<file path="config.mk">
export PLATFORM = sky130hd
export DESIGN_NAME = autorange_averaging_voltmeter_unit
export DESIGN_NICKNAME = d
export VERILOG_FILES = /design/src/rtl/avm_pkg.sv /design/src/rtl/avm_shared_unit.sv /design/src/rtl/autorange_averaging_voltmeter_unit.sv
export SDC_FILE = /design/constraint.sdc
export NUM_CORES = 1
export LEC_CHECK = 0
export BUFFER_PORTS_ARGS = -buffer_cell sky130_fd_sc_hd__buf_2
export CELL_PAD_IN_SITES_DETAIL_PLACEMENT = 0
export CELL_PAD_IN_SITES_GLOBAL_PLACEMENT = 2
export CORE_MARGIN = 2
export CORE_UTILIZATION = 36
export CTS_CLUSTER_DIAMETER = 120
export DETAILED_ROUTE_END_ITERATION = 16
export GPL_TIMING_DRIVEN = 1
export PLACE_DENSITY_LB_ADDON = 0.1
export SLEW_MARGIN = 20
export SYNTH_ARGS = -nofsm -noshare
export SYNTH_HDL_FRONTEND = slang
export SYNTH_SLANG_ARGS = --single-unit
</file>
<file path="constraint.sdc">
create_clock -name clock -period 4.5 [get_ports clock]
set_clock_uncertainty 0.15 [all_clocks]
set_input_delay 1.35 -clock clock [delete_from_list [all_inputs] [get_ports clock]]
set_output_delay 1.35 -clock clock [all_outputs]
set_load 0.01 [all_outputs]
</file>
<file path="src/rtl/avm_pkg.sv">
// shared types and constants for the autoranging averaging voltmeter
// no dependencies; imported by avm_shared_unit and the top level
package avm_pkg;

   // defaults of the top level parameters
   localparam int SAMPLE_BITS_DEF = 12;
   localparam int MAX_BLOCK_DEF   = 1023;

   // fixed field widths
   localparam int SMP_FIELD_W = 12;
   localparam int TH_W        = 12;
   localparam int CNT_W       = 10;
   localparam int SCALE_W     = 25;
   localparam int VOLT_W      = 29;
   localparam int RANGE_W     = 3;
   localparam int CSR_ADDR_W  = 3;
   localparam int VOLT_FRAC   = 8;

   // stream word widths
   localparam int REQ_DATA_W = 16;
   localparam int REQ_USER_W = 1;
   localparam int RSP_DATA_W = 40;
   localparam int RSP_USER_W = 2;

   localparam logic [RANGE_W-1:0] RANGE_MIN = 3'd1;
   localparam logic [RANGE_W-1:0] RANGE_MAX = 3'd5;

   // register reset values
   localparam logic [TH_W-1:0]    TH_LOW_RST   = 12'd32;
   localparam logic [TH_W-1:0]    TH_HIGH_RST  = 12'd1000;
   localparam logic [CNT_W-1:0]   SPB_RST      = 10'd200;
   localparam logic [SCALE_W-1:0] SCALE_1_RST  = 25'd19934905;
   localparam logic [SCALE_W-1:0] SCALE_2_RST  = 25'd11959124;
   localparam logic [SCALE_W-1:0] SCALE_3_RST  = 25'd6488713;
   localparam logic [SCALE_W-1:0] SCALE_4_RST  = 25'd2097152;
   localparam logic [SCALE_W-1:0] SCALE_5_RST  = 25'd425007;

   typedef enum logic [CSR_ADDR_W-1:0] {
      REG_THRESHOLD_LOW   = 3'd0,
      REG_THRESHOLD_HIGH  = 3'd1,
      REG_SAMPLES_PER_BLK = 3'd2,
      REG_SCALE_ONE       = 3'd3,
      REG_SCALE_TWO       = 3'd4,
      REG_SCALE_THREE     = 3'd5,
      REG_SCALE_FOUR      = 3'd6,
      REG_SCALE_FIVE      = 3'd7
   } avm_reg_type;

   typedef enum logic {
      OP_MUL = 1'b0,
      OP_DIV = 1'b1
   } avm_op_type;

   typedef struct packed {
      logic       start;
      avm_op_type op;
   } avm_unit_ctl_type;

endpackage

</file>
<file path="src/rtl/avm_shared_unit.sv">
// shared shift-add multiplier and restoring divider, one bit per cycle
// depends on avm_pkg
module avm_shared_unit import avm_pkg::*; #(
   parameter int SUM_W = SAMPLE_BITS_DEF + CNT_W
) (
   input  logic                                   clock,
   input  logic                                   reset,
   input  avm_unit_ctl_type                       ctl,
   input  logic [SUM_W-1:0]                       opnd_a,  // multiplicand or divisor
   input  logic [SUM_W+SCALE_W-VOLT_FRAC-1:0]     opnd_b,  // multiplier (left aligned) or dividend
   output logic                                   done,
   output logic [SUM_W+SCALE_W-1:0]               acc,
   output logic [SUM_W+SCALE_W-VOLT_FRAC-1:0]     quot
);

   localparam int PROD_W = SUM_W + SCALE_W;
   localparam int DIV_W  = PROD_W - VOLT_FRAC;
   localparam int ITER_W = $clog2(DIV_W + 1);

   logic              busy_ff, busy_in;
   logic              done_ff, done_in;
   logic [ITER_W-1:0] iter_ff, iter_in;
   avm_op_type        op_ff;
   logic [SUM_W-1:0]  a_ff;
   logic [PROD_W-1:0] acc_ff, acc_in;
   logic [DIV_W-1:0]  shreg_ff, shreg_in;

   logic              is_div;
   logic              msb;
   logic [PROD_W-1:0] shifted;
   logic [PROD_W-1:0] addend;
   logic [PROD_W:0]   add_res;
   logic              ge;

   // one adder serves both: add for multiply, trial subtract for divide
   always_comb begin
      is_div  = (op_ff == OP_DIV);
      msb     = shreg_ff[DIV_W-1];
      shifted = {acc_ff[PROD_W-2:0], is_div & msb};
      if (is_div) begin
         addend = ~PROD_W'(a_ff);
      end else if (msb) begin
         addend = PROD_W'(a_ff);
      end else begin
         addend = '0;
      end
      add_res = {1'b0, shifted} + {1'b0, addend} + (PROD_W + 1)'(is_div);
      ge      = add_res[PROD_W];

      busy_in  = busy_ff;
      done_in  = 1'b0;
      iter_in  = iter_ff;
      acc_in   = acc_ff;
      shreg_in = shreg_ff;
      if (ctl.start) begin
         busy_in  = 1'b1;
         acc_in   = '0;
         shreg_in = opnd_b;
         iter_in  = (ctl.op == OP_DIV) ? ITER_W'(DIV_W) : ITER_W'(SCALE_W);
      end else if (busy_ff) begin
         acc_in   = (is_div && !ge) ? shifted : add_res[PROD_W-1:0];
         shreg_in = {shreg_ff[DIV_W-2:0], is_div & ge};
         iter_in  = iter_ff - 1'b1;
         if (iter_ff == ITER_W'(1)) begin
            busy_in = 1'b0;
            done_in = 1'b1;
         end
      end
   end

   always_ff @(posedge clock) begin
      if (reset) begin
         busy_ff <= 1'b0;
         done_ff <= 1'b0;
         iter_ff <= '0;
      end else begin
         busy_ff <= busy_in;
         done_ff <= done_in;
         iter_ff <= iter_in;
      end
   end

   always_ff @(posedge clock) begin
      if (ctl.start) begin
         op_ff <= ctl.op;
         a_ff  <= opnd_a;
      end
      acc_ff   <= acc_in;
      shreg_ff <= shreg_in;
   end

   assign done = done_ff;
   assign acc  = acc_ff;
   assign quot = shreg_ff;

endmodule

</file>
<file path="src/rtl/autorange_averaging_voltmeter_unit.sv">
// autoranging averaging voltmeter, top level
// depends on avm_pkg and avm_shared_unit
//
// usage
//   req channel: one converter sample and the polarity pin level per word
//   rsp channel: one measurement word per block of samples_per_block samples
//   csr port: write-only, index 0..7 as threshold_low, threshold_high,
//     samples_per_block, then the Q9.16 scale factors of ranges one to five
// timing
//   a sample that does not close a block leaves the sequencer idle, so
//   req_tready stays high for the next sample
//   the closing sample starts a sequence on the shared unit: a shift-add
//   multiply of sum by scale, then two restoring divisions by the block
//   length (sum for the average, product / 256 for the voltage), the
//   unit working one bit per cycle
// reset: sum and count cleared, range one, registers to their defaults
// stall: the result waits in the output register; samples still flow in,
//   but a block that finishes meanwhile holds in its last step until the
//   output register frees up
module autorange_averaging_voltmeter_unit import avm_pkg::*; #(
   parameter int SAMPLE_BITS = SAMPLE_BITS_DEF,
   parameter int MAX_BLOCK   = MAX_BLOCK_DEF
) (
   input  logic                    clock,
   input  logic                    reset,
   // sample stream in
   input  logic                    req_tvalid,
   output logic                    req_tready,
   input  logic [REQ_DATA_W-1:0]   req_tdata,   // [11:0] sample, rest zero
   input  logic [REQ_USER_W-1:0]   req_tuser,   // [0] polarity_in
   // measurement stream out
   output logic                    rsp_tvalid,
   input  logic                    rsp_tready,
   output logic [RSP_DATA_W-1:0]   rsp_tdata,   // [28:0] voltage, [31:29] range_used,
                                                // [34:32] next_range, rest zero
   output logic [RSP_USER_W-1:0]   rsp_tuser,   // [0] polarity_out, [1] range_command
   // register writes
   input  logic                    csr_we,
   input  logic [CSR_ADDR_W-1:0]   csr_addr,
   input  logic [SCALE_W-1:0]      csr_wdata
);

   localparam int SUM_W  = SAMPLE_BITS + CNT_W;
   localparam int PROD_W = SUM_W + SCALE_W;
   localparam int DIV_W  = PROD_W - VOLT_FRAC;

   typedef enum logic [2:0] {
      ST_IDLE,
      ST_MUL_GO,
      ST_MUL_WAIT,
      ST_AVG_GO,
      ST_AVG_WAIT,
      ST_VOLT_GO,
      ST_VOLT_WAIT,
      ST_EMIT
   } state_type;

   // configuration registers
   logic [TH_W-1:0]    th_low_ff;
   logic [TH_W-1:0]    th_high_ff;
   logic [CNT_W-1:0]   spb_ff;
   logic [SCALE_W-1:0] scale1_ff, scale2_ff, scale3_ff, scale4_ff, scale5_ff;

   // datapath and control
   state_type          state_ff, state_in;
   logic [SUM_W-1:0]   sum_ff, sum_in;
   logic [CNT_W-1:0]   count_ff, count_in;
   logic [RANGE_W-1:0] range_ff, range_in;
   logic               pol_ff, pol_in;
   logic [PROD_W-1:0]  prod_ff, prod_in;
   logic [SUM_W-1:0]   avg_ff, avg_in;
   logic [VOLT_W-1:0]  volt_ff, volt_in;

   // output register
   logic               rsp_valid_ff, rsp_valid_in;
   logic [VOLT_W-1:0]  rsp_volt_ff, rsp_volt_in;
   logic [RANGE_W-1:0] rsp_used_ff, rsp_used_in;
   logic [RANGE_W-1:0] rsp_next_ff, rsp_next_in;
   logic               rsp_pol_ff, rsp_pol_in;
   logic               rsp_cmd_ff, rsp_cmd_in;

   // shared unit hookup
   avm_unit_ctl_type   unit_ctl;
   logic [SUM_W-1:0]   unit_a;
   logic [DIV_W-1:0]   unit_b;
   logic               unit_done;
   logic [PROD_W-1:0]  unit_acc;
   logic [DIV_W-1:0]   unit_quot;

   logic [SAMPLE_BITS-1:0] smp;
   logic [CNT_W-1:0]       blk_nz;
   logic [CNT_W-1:0]       blk_len;
   logic [SCALE_W-1:0]     scale_sel;
   logic [CNT_W-1:0]       count_inc;
   logic                   up_hit, down_hit;
   logic [RANGE_W-1:0]     range_new;

   // sample field widened, then cut to the converter width
   always_comb begin
      smp = SAMPLE_BITS'(32'(req_tdata[SMP_FIELD_W-1:0]) &
                         ((32'd1 << SAMPLE_BITS) - 32'd1));
   end

   // block length: zero counts as one, clipped to the largest block
   always_comb begin
      blk_nz  = (spb_ff == '0) ? CNT_W'(1) : spb_ff;
      blk_len = (32'(blk_nz) > 32'(MAX_BLOCK)) ? CNT_W'(MAX_BLOCK) : blk_nz;
   end

   always_comb begin
      case (range_ff)
         3'd1:    scale_sel = scale1_ff;
         3'd2:    scale_sel = scale2_ff;
         3'd3:    scale_sel = scale3_ff;
         3'd4:    scale_sel = scale4_ff;
         3'd5:    scale_sel = scale5_ff;
         default: scale_sel = scale1_ff;
      endcase
   end

   // range stepping: high test wins, saturating at the ends
   always_comb begin
      up_hit    = (avg_ff > SUM_W'(th_high_ff));
      down_hit  = !up_hit && (avg_ff < SUM_W'(th_low_ff));
      range_new = range_ff;
      if (up_hit && range_ff < RANGE_MAX) begin
         range_new = range_ff + 1'b1;
      end else if (down_hit && range_ff > RANGE_MIN) begin
         range_new = range_ff - 1'b1;
      end
   end

   assign count_inc  = count_ff + 1'b1;
   assign req_tready = (state_ff == ST_IDLE);

   // sequencer
   always_comb begin
      state_in     = state_ff;
      sum_in       = sum_ff;
      count_in     = count_ff;
      range_in     = range_ff;
      pol_in       = pol_ff;
      prod_in      = prod_ff;
      avg_in       = avg_ff;
      volt_in      = volt_ff;
      rsp_valid_in = rsp_valid_ff & ~rsp_tready;
      rsp_volt_in  = rsp_volt_ff;
      rsp_used_in  = rsp_used_ff;
      rsp_next_in  = rsp_next_ff;
      rsp_pol_in   = rsp_pol_ff;
      rsp_cmd_in   = rsp_cmd_ff;
      unit_ctl     = '{start: 1'b0, op: OP_MUL};
      unit_a       = sum_ff;
      unit_b       = DIV_W'(sum_ff);

      case (state_ff)
         ST_IDLE: begin
            if (req_tvalid) begin
               sum_in   = sum_ff + SUM_W'(smp);
               count_in = count_inc;
               pol_in   = req_tuser[0];
               if (count_inc >= blk_len) begin
                  state_in = ST_MUL_GO;
               end
            end
         end
         ST_MUL_GO: begin
            unit_ctl = '{start: 1'b1, op: OP_MUL};
            unit_a   = sum_ff;
            unit_b   = DIV_W'(scale_sel) << (DIV_W - SCALE_W);
            state_in = ST_MUL_WAIT;
         end
         ST_MUL_WAIT: begin
            if (unit_done) begin
               prod_in  = unit_acc;
               state_in = ST_AVG_GO;
            end
         end
         ST_AVG_GO: begin
            unit_ctl = '{start: 1'b1, op: OP_DIV};
            unit_a   = SUM_W'(blk_len);
            unit_b   = DIV_W'(sum_ff);
            state_in = ST_AVG_WAIT;
         end
         ST_AVG_WAIT: begin
            if (unit_done) begin
               avg_in   = unit_quot[SUM_W-1:0];
               state_in = ST_VOLT_GO;
            end
         end
         ST_VOLT_GO: begin
            // floor(p / (256 n)) equals floor(floor(p / 256) / n)
            unit_ctl = '{start: 1'b1, op: OP_DIV};
            unit_a   = SUM_W'(blk_len);
            unit_b   = prod_ff[PROD_W-1:VOLT_FRAC];
            state_in = ST_VOLT_WAIT;
         end
         ST_VOLT_WAIT: begin
            if (unit_done) begin
               volt_in  = unit_quot[VOLT_W-1:0];
               state_in = ST_EMIT;
            end
         end
         ST_EMIT: begin
            if (!rsp_valid_ff || rsp_tready) begin
               rsp_valid_in = 1'b1;
               rsp_volt_in  = volt_ff;
               rsp_used_in  = range_ff;
               rsp_next_in  = range_new;
               rsp_pol_in   = pol_ff;
               rsp_cmd_in   = up_hit | down_hit;
               range_in     = range_new;
               sum_in       = '0;
               count_in     = '0;
               state_in     = ST_IDLE;
            end
         end
         default: begin
            state_in = ST_IDLE;
         end
      endcase
   end

   always_ff @(posedge clock) begin
      if (reset) begin
         state_ff     <= ST_IDLE;
         sum_ff       <= '0;
         count_ff     <= '0;
         range_ff     <= RANGE_MIN;
         rsp_valid_ff <= 1'b0;
      end else begin
         state_ff     <= state_in;
         sum_ff       <= sum_in;
         count_ff     <= count_in;
         range_ff     <= range_in;
         rsp_valid_ff <= rsp_valid_in;
      end
      pol_ff      <= pol_in;
      prod_ff     <= prod_in;
      avg_ff      <= avg_in;
      volt_ff     <= volt_in;
      rsp_volt_ff <= rsp_volt_in;
      rsp_used_ff <= rsp_used_in;
      rsp_next_ff <= rsp_next_in;
      rsp_pol_ff  <= rsp_pol_in;
      rsp_cmd_ff  <= rsp_cmd_in;
   end

   // register file
   always_ff @(posedge clock) begin
      if (reset) begin
         th_low_ff  <= TH_LOW_RST;
         th_high_ff <= TH_HIGH_RST;
         spb_ff     <= SPB_RST;
         scale1_ff  <= SCALE_1_RST;
         scale2_ff  <= SCALE_2_RST;
         scale3_ff  <= SCALE_3_RST;
         scale4_ff  <= SCALE_4_RST;
         scale5_ff  <= SCALE_5_RST;
      end else if (csr_we) begin
         case (csr_addr)
            REG_THRESHOLD_LOW:   th_low_ff  <= csr_wdata[TH_W-1:0];
            REG_THRESHOLD_HIGH:  th_high_ff <= csr_wdata[TH_W-1:0];
            REG_SAMPLES_PER_BLK: spb_ff     <= csr_wdata[CNT_W-1:0];
            REG_SCALE_ONE:       scale1_ff  <= csr_wdata;
            REG_SCALE_TWO:       scale2_ff  <= csr_wdata;
            REG_SCALE_THREE:     scale3_ff  <= csr_wdata;
            REG_SCALE_FOUR:      scale4_ff  <= csr_wdata;
            REG_SCALE_FIVE:      scale5_ff  <= csr_wdata;
            default:             th_low_ff  <= th_low_ff;
         endcase
      end
   end

   avm_shared_unit #(
      .SUM_W (SUM_W)
   ) u_unit (
      .clock  (clock),
      .reset  (reset),
      .ctl    (unit_ctl),
      .opnd_a (unit_a),
      .opnd_b (unit_b),
      .done   (unit_done),
      .acc    (unit_acc),
      .quot   (unit_quot)
   );

   assign rsp_tvalid = rsp_valid_ff;
   assign rsp_tdata  = RSP_DATA_W'({rsp_next_ff, rsp_used_ff, rsp_volt_ff});
   assign rsp_tuser  = {rsp_cmd_ff, rsp_pol_ff};

endmodule
</file>
==> results of run 1 <==
how the worst max path moves through the flow:
stage,to,cells after the start
finish,u_unit.acc[40],13
global route,u_unit.acc[40],13
CTS,u_unit.acc[40],13
detailed placement,u_unit.acc[40],13
global placement,u_unit.acc[40],14
floorplan,u_unit.acc[40],13
cell families (layout without fill, tap and decap cells):
kind of cell,Yosys count,count (layout)
flip-flops,443,443
adder cells (fa/ha/maj),103,103
AO/OA/AOI/OAI,623,623
XOR/XNOR,74,74
other,1,5
AND/OR/NAND/NOR,753,753
buffers and inverters,213,284
multiplexers,53,53
state kept, by name (all words and copies together), names as in the netlist, 25 cells and up:
| signal | count |
|---|---|
| u_unit.quot | 39 |
| volt_ff | 29 |
| scale5_ff | 25 |
| scale2_ff | 25 |
| scale3_ff | 25 |
| prod_ff | 39 |
| scale4_ff | 25 |
| rsp_volt_ff | 29 |
| u_unit.acc | 47 |
| scale1_ff | 25 |
routing by layer:
layer / global-route usage / wire (um) / vias to the layer above
li1: - / - / 8249
met1: 0.3021 / 32360 / 8158
met2: 0.3234 / 29340 / 354
met3: 0.02952 / 2990 / 78
met4: 0.04619 / 1093 / 0
met5: 0 / 0 / -
placed cells by master, fill, tap and decap left out, types with 6 or more instances in the layout:
| cell | instances |
|---|---|
| a211o_1 | 13 |
| a211oi_1 | 26 |
| a21o_1 | 40 |
| a21oi_1 | 205 |
| a221o_1 | 38 |
| a221oi_1 | 10 |
| a22o_1 | 25 |
| a22oi_1 | 65 |
| a31oi_1 | 37 |
| a32oi_1 | 6 |
| and2_1 | 21 |
| and3_1 | 9 |
| buf_2 | 83 |
| buf_4 | 39 |
| bufinv_16 | 7 |
| clkbuf_1 | 13 |
| clkbuf_16 | 54 |
| clkinv_2 | 13 |
| dfxtp_1 | 251 |
| edfxtp_1 | 190 |
| ha_1 | 100 |
| inv_1 | 61 |
| mux2_2 | 23 |
| mux2i_1 | 29 |
| nand2_1 | 418 |
| nand2b_1 | 14 |
| nand3_1 | 41 |
| nand3b_1 | 50 |
| nand4_1 | 14 |
| nor2_1 | 102 |
| nor2b_1 | 29 |
| nor3_1 | 22 |
| o21a_1 | 9 |
| o21ai_0 | 81 |
| o21bai_1 | 11 |
| or3_1 | 7 |
| xnor2_1 | 48 |
| xor2_1 | 26 |
power by group through the flow:
| stage | sequential, uW | clock, uW | combinational, uW |
|---|---|---|---|
| 5_1_grt | 4780 | 4700 | 2740 |
| 2_1_floorplan | 4690 | 0 | 1910 |
| 3_3_place_gp | 4820 | 0 | 2420 |
| 6_report | 4740 | 4410 | 2440 |
| 4_1_cts | 4740 | 4530 | 2450 |
| 3_5_place_dp | 4820 | 0 | 2430 |
repair_timing:
action                     in CTS  in global routing
resized for setup               0                  1
setup buffers                   0                  1
setup endpoints to repair       0                  3
worst reg2reg max path, cell delays in order (launching register included):
cell      delay (ns)
edfxtp_1        0.44
nor2b_1         0.18
mux2_2          0.28
fa_1            0.45
fa_1            0.44
a211oi_1        0.31
o211ai_1        0.21
a221oi_2        0.39
o31a_1          0.29
o21ai_1         0.15
a41oi_2         0.39
nor2_1          0.12
o311ai_1        0.25
a31oi_1         0.12
area by class of cell:
| class | count | area share |
|---|---|---|
| Timing Repair Buffer | 124 | 0.02992 |
| Sequential cell | 443 | 0.4358 |
| Clock inverter | 27 | 0.01316 |
| Multi-Input combinational cell | 1611 | 0.4132 |
| Clock buffer | 71 | 0.05887 |
| Inverter | 62 | 0.009415 |
| Tap cell | 782 | 0.03958 |
stage by stage:
step                      area, um^2  worst slack (ns)  power [uW]    util  hold slack (ns)
after floorplan                21790            0.1300        6600       -           0.2503
after global placement         22920            0.2345        7241  0.3819           0.2538
after detailed placement       22930            0.2092        7256  0.3820           0.2545
after CTS                      24710            0.1741       11710  0.4116           0.2680
after global routing           24720          0.008604       12210  0.4118           0.2759
final                          24720            0.1910       11590  0.4118           0.2672
==> metrics.txt, run 1 <==
fraction of final layout cells with drive strength greater than 1 0.1159; number of endpoints with negative hold slack in the final report 0; Reg-to-Reg Start u_unit.quot[38]; Post-Place Cells 3,021; number of buffer and inverter instances along the worst setup path 0; largest family of logic cells by synthesized area compound AO/OA/AOI/OAI gates; Die X-Extent 249.9 um; Worst IR Drop VDD 236.6 uV; number of cells on the worst reg-to-reg path 13; maximum buffer depth of the clock tree 3; TritonRoute pass-1 iters 5; Final Critical Period 4.309 ns; Data arrival, critical path 4.60 ns; Simple-Gate Fraction of Synth Area 0.1572; Synth area leader edfxtp_1; Register Area 10,770 um^2; hold path endpoint rsp_volt_ff[2]; count of placed standard cells in the final layout, fillers left out 3,120; setup slack of the most critical reg-to-reg path 0.19 ns; max-cap violation count 0; compound-cell area share of the yosys netlist 0.1914; number of buffers created by CTS 52; Antenna Cells 0; sequential area share after synthesis 0.4947; Logic pwr share 0.211; area of the multi-input gates 10,210 um^2; start point of the worst hold path volt_ff[2]; Iteration-0 DRC Markers 1,149; clock sinks 443; WL per Instance 21.08 um; wire length of the first global-routing pass 99,790 um; die height 249.9 um; Vias/cell 5.397; delay of the slowest critical-path stage 0.45 ns; routability cong. 0.8128; ratio of final minimum period to clock period 0.9576; layout net count 2,447; critical-path cell list nor2b_1 > mux2_2 > fa_1 > fa_1 > a211oi_1 > o211ai_1 > a221oi_2 > o31a_1 > o21ai_1 > a41oi_2 > nor2_1 > o311ai_1 > a31oi_1; kind of path behind the tightest hold check flip-flop to flip-flop; Post-synth ARST share 0; Final setup violation count 0; switching power 3448 uW; Leak 0.009342 uW; post-route antenna net violation count 0; Reg clk slew, reported paths 0.06 ns; TritonCTS clock tree yes; fin. max-slew vios 0; total power density per cell area 468.9 nW/um^2; final total negative setup slack 0 ns; type of element launching the critical path flip-flop; Syn Inst Count 2,263; initial antenna violation count 1; fillcell total 5,831; slew of the pin with the lowest slew margin 1.007 ns; synth-to-layout area growth 13.52%; part of the total power dissipated in the clock network 0.380; global routing usage summed across all routing layers 0.2068; placed wire-length estimate after detailed placement 42,940 um; kind of end point of the critical path flip-flop; remaining max-slew budget at the tightest pin 0.3262; IO Count 94; H-tree Lvls 2; synthesized-area fraction occupied by adder cells 0.06022; vias 16,839; top post-synthesis cells by area edfxtp_1, dfxtp_1, nand2_1, ha_1, a21oi_1; run status complete, no violations; most frequent cell after synthesis nand2_1; total die area 62,470 um^2; xor-xnor portion of the synthesized cell area 0.02977; number of global-route vias before repair 15,982; Setup Crit Path Kind flip-flop to flip-flop; number of enable-type register cells in the synthesized netlist 190; top achievable clock speed 0.2321 GHz; summed instance area of the synthesized netlist 21,770 um^2; mux share of post-synthesis cell area 0.02592; top post-synthesis cells by count nand2_1, dfxtp_1, a21oi_1; hold-fix buffer count after cts 0; Synth Area per Inst 9.621 um^2; worst setup path startpoint u_unit.quot[38]; cell class contributing the biggest share of worst-path delay compound AO/OA/AOI/OAI gates; starting utilization of the core area 0.3628; endpoint of the worst register-to-register path u_unit.acc[40]; area share of the largest cell type after synthesis 0.2620; pin count of the biggest net entering global routing 172; data required time of the critical path 4.79 ns; placement row count 90; area of the placeable core 60,020 um^2; post-detailed-route DRC marker count 0; gr ovfl total 0; worst-path fanout max 3; Most Frequent Cell on Critical Path fa_1; leading register cell type out of synthesis dfxtp_1; count of synthesis-stage warnings from yosys 0; number of port buffers 84; post-detailed-routing wire length 65,780 um; latest clock arrival within the worst-skew pair 0.60 ns; Root Buffer clkbuf_16; number of distinct library cells after synthesis 81; hold-critical path depth 0; RSZ-0062 raised after global routing false; Sw Ratio 0.2975; number of synthesized register bits 443; part of the total power dissipated in sequential elements 0.409; internal power consumption 8142 uW; Slowest cell on crit path fa_1
Note: power is estimated with default switching activity, not from simulation.
==> inputs of run 2 (changes only) <==
--- a/config.mk
+++ b/config.mk
@@ -6,10 +6,11 @@
 export NUM_CORES = 1
 export LEC_CHECK = 0
 export BUFFER_PORTS_ARGS = -buffer_cell sky130_fd_sc_hd__buf_2
+export CAP_MARGIN = 20
 export CELL_PAD_IN_SITES_DETAIL_PLACEMENT = 0
 export CELL_PAD_IN_SITES_GLOBAL_PLACEMENT = 2
 export CORE_MARGIN = 2
-export CORE_UTILIZATION = 36
+export CORE_UTILIZATION = 40
 export CTS_CLUSTER_DIAMETER = 120
 export DETAILED_ROUTE_END_ITERATION = 16
 export GPL_TIMING_DRIVEN = 1
==> constraint.sdc (replaced) <==
create_clock -name clock -period 4.9 [get_ports clock]
set_clock_uncertainty 0.15 [all_clocks]
set_input_delay 1.47 -clock clock [delete_from_list [all_inputs] [get_ports clock]]
set_output_delay 1.47 -clock clock [all_outputs]
set_load 0.01 [all_outputs]
==> metrics.txt, run 2 (synthesized netlist as in run 1, its figures left out) <==
clock sinks 443 (unchanged); synth-to-layout area growth 12.82%; worst-path fanout max 39 (+36); fillcell total 5,110 (-12%); number of buffer and inverter instances along the worst setup path 2 (+2); number of cells on the worst reg-to-reg path 15 (+2); placement row count 85 (-5.6%); initial antenna violation count 0 (-1); post-detailed-routing wire length 64,100 um (-2.6%); routability cong. 0.8269 (+1.7%); H-tree Lvls 2 (unchanged); post-detailed-route DRC marker count 0 (unchanged); gr ovfl total 0 (unchanged); total die area 56,320 um^2 (-9.8%); data required time of the critical path 5.25 ns (+0.46 ns); Final Critical Period 4.392 ns (+0.08312 ns); wire length of the first global-routing pass 98,100 um (-1.7%); number of buffers added for setup after CTS 0 (unchanged); kind of end point of the critical path flip-flop; count of placed standard cells in the final layout, fillers left out 3,027 (-3.0%); type of element launching the critical path flip-flop; Root Buffer clkbuf_16; top achievable clock speed 0.2277 GHz (-1.9%); area of the placeable core 53,810 um^2 (-10%); delay of the slowest critical-path stage 0.57 ns (+0.12 ns); number of global-route vias before repair 16,119 (+0.86%); cell class contributing the biggest share of worst-path delay compound AO/OA/AOI/OAI gates; max reg flops 47 (unchanged); number of endpoints with negative hold slack in the final report 0 (unchanged); Design Area, Final 24,560 um^2 (-0.62%); Die X-Extent 237.3 um (-5.0%); starting utilization of the core area 0.4046 (+0.04184); post-route antenna net violation count 0 (unchanged); worst hold slack across all endpoints 0.2638 ns (-0.003421 ns); TritonCTS clock tree yes; number of cells upsized or downsized after cts 0 (unchanged); ratio of final minimum period to clock period 0.8964 (-0.06121); maximum buffer depth of the clock tree 3 (unchanged); WL per Instance 21.18 um (+0.44%); remaining max-slew budget at the tightest pin 0.2805 (-0.04572); RSZ-0062 raised after global routing false; CP Depth 15 (+2); run status complete, no violations; max-cap violation count 0 (unchanged); Worst Setup Slack, final 0.5079 ns (+0.3169 ns); total power density per cell area 431.3 nW/um^2 (-8.0%); hold-critical path depth 0 (unchanged); Worst IR Drop VDD 276.5 uV (+17%); die height 237.3 um (-5.0%); hold-fix buffer count after cts 0 (unchanged); area of the multi-input gates 10,220 um^2 (about the same); IO Count 94 (unchanged); Reg clk slew, reported paths 0.06 ns (about the same); Setup Crit Path Kind flip-flop to flip-flop; pin count of the biggest net entering global routing 188 (+9.3%); latest clock arrival within the worst-skew pair 0.61 ns (about the same); slew of the pin with the lowest slew margin 1.075 ns (+0.06833 ns); number of port buffers 84 (unchanged); leading cell type in the layout, fill and taps excluded nand2_1; final total negative setup slack 0 ns (unchanged); fraction of final layout cells with drive strength greater than 1 0.1137 (-0.002226); Register Area 10,770 um^2 (unchanged); Antenna Cells 0 (unchanged); Data arrival, critical path 4.75 ns (+0.15 ns); layout net count 2,441 (-0.25%); pre-CTS setup slack 0.5213 ns (+0.3120 ns); global routing usage summed across all routing layers 0.2246 (+0.01781); placed wire-length estimate after detailed placement 41,410 um (-3.6%); most used cells in the layout excluding fill and tap cells nand2_1, dfxtp_1, a21oi_1; Vias/cell 5.542 (+2.7%); Final setup violation count 0 (unchanged); Iteration-0 DRC Markers 1,224 (+6.5%); fin. max-slew vios 0 (unchanged); number of buffers created by CTS 52 (unchanged); vias 16,777 (-0.37%); critical-path cell list nor2b_1 > buf_4 > mux2_2 > ha_1 > a211oi_1 > o21ai_2 > o211ai_2 > nand2b_1 > a21oi_1 > o22a_2 > o2bb2ai_2 > nand2_2 > buf_4 > mux2i_1 > a211oi_1; Slowest cell on crit path edfxtp_1; Leak 0.009302 uW (-0.43%); kind of path behind the tightest hold check flip-flop to flip-flop; TritonRoute pass-1 iters 8 (+3); Post-Place Cells 2,930 (-3.0%); DP Area 22,800 um^2 (-0.56%)
## run 2: final timing paths
path            startpoint         endpoint  slack (ns)
max          u_unit.is_div   u_unit.acc[17]        0.51
max reg2reg  u_unit.is_div   u_unit.acc[17]        0.51
min            volt_ff[25]  rsp_volt_ff[25]        0.26
min reg2reg    volt_ff[25]  rsp_volt_ff[25]        0.26
## run 2: final cells by class
| cell class | count | area share |
|---|---|---|
| clock buffer | 65 | 0.05664 |
| clock inverter | 32 | 0.01523 |
| inverter | 62 | 0.009474 |
| multi-input combinational | 1611 | 0.4160 |
| sequential | 443 | 0.4385 |
| tap | 696 | 0.03545 |
| timing repair buffer | 118 | 0.02863 |
## run 2: routing by layer
| layer | wire length (um) | vias up | GRT usage | part of all wire |
|---|---|---|---|---|
| met1 | 31230 | 8126 | 0.3232 | 0.49 |
| met5 | 0 | - | 0 | 0 |
| met2 | 28790 | 349 | 0.3551 | 0.45 |
| li1 | - | 8237 | - | - |
| met4 | 1110 | 0 | 0.04898 | 0.017 |
| met3 | 2963 | 65 | 0.03693 | 0.046 |
## run 2: stage by stage
stage | util | power (uW)
after global placement | 0.4236 | 6614
final | 0.4565 | 10590
after floorplan | - | 6061
after CTS | 0.4565 | 10670
after detailed placement | 0.4236 | 6629
after global routing | 0.4565 | 11130
## run 2: power breakdown
part           switching, uW  internal, uW
combinational           1290           927
clock                   1620          2390
sequential               272          4090
total                   3180          7410
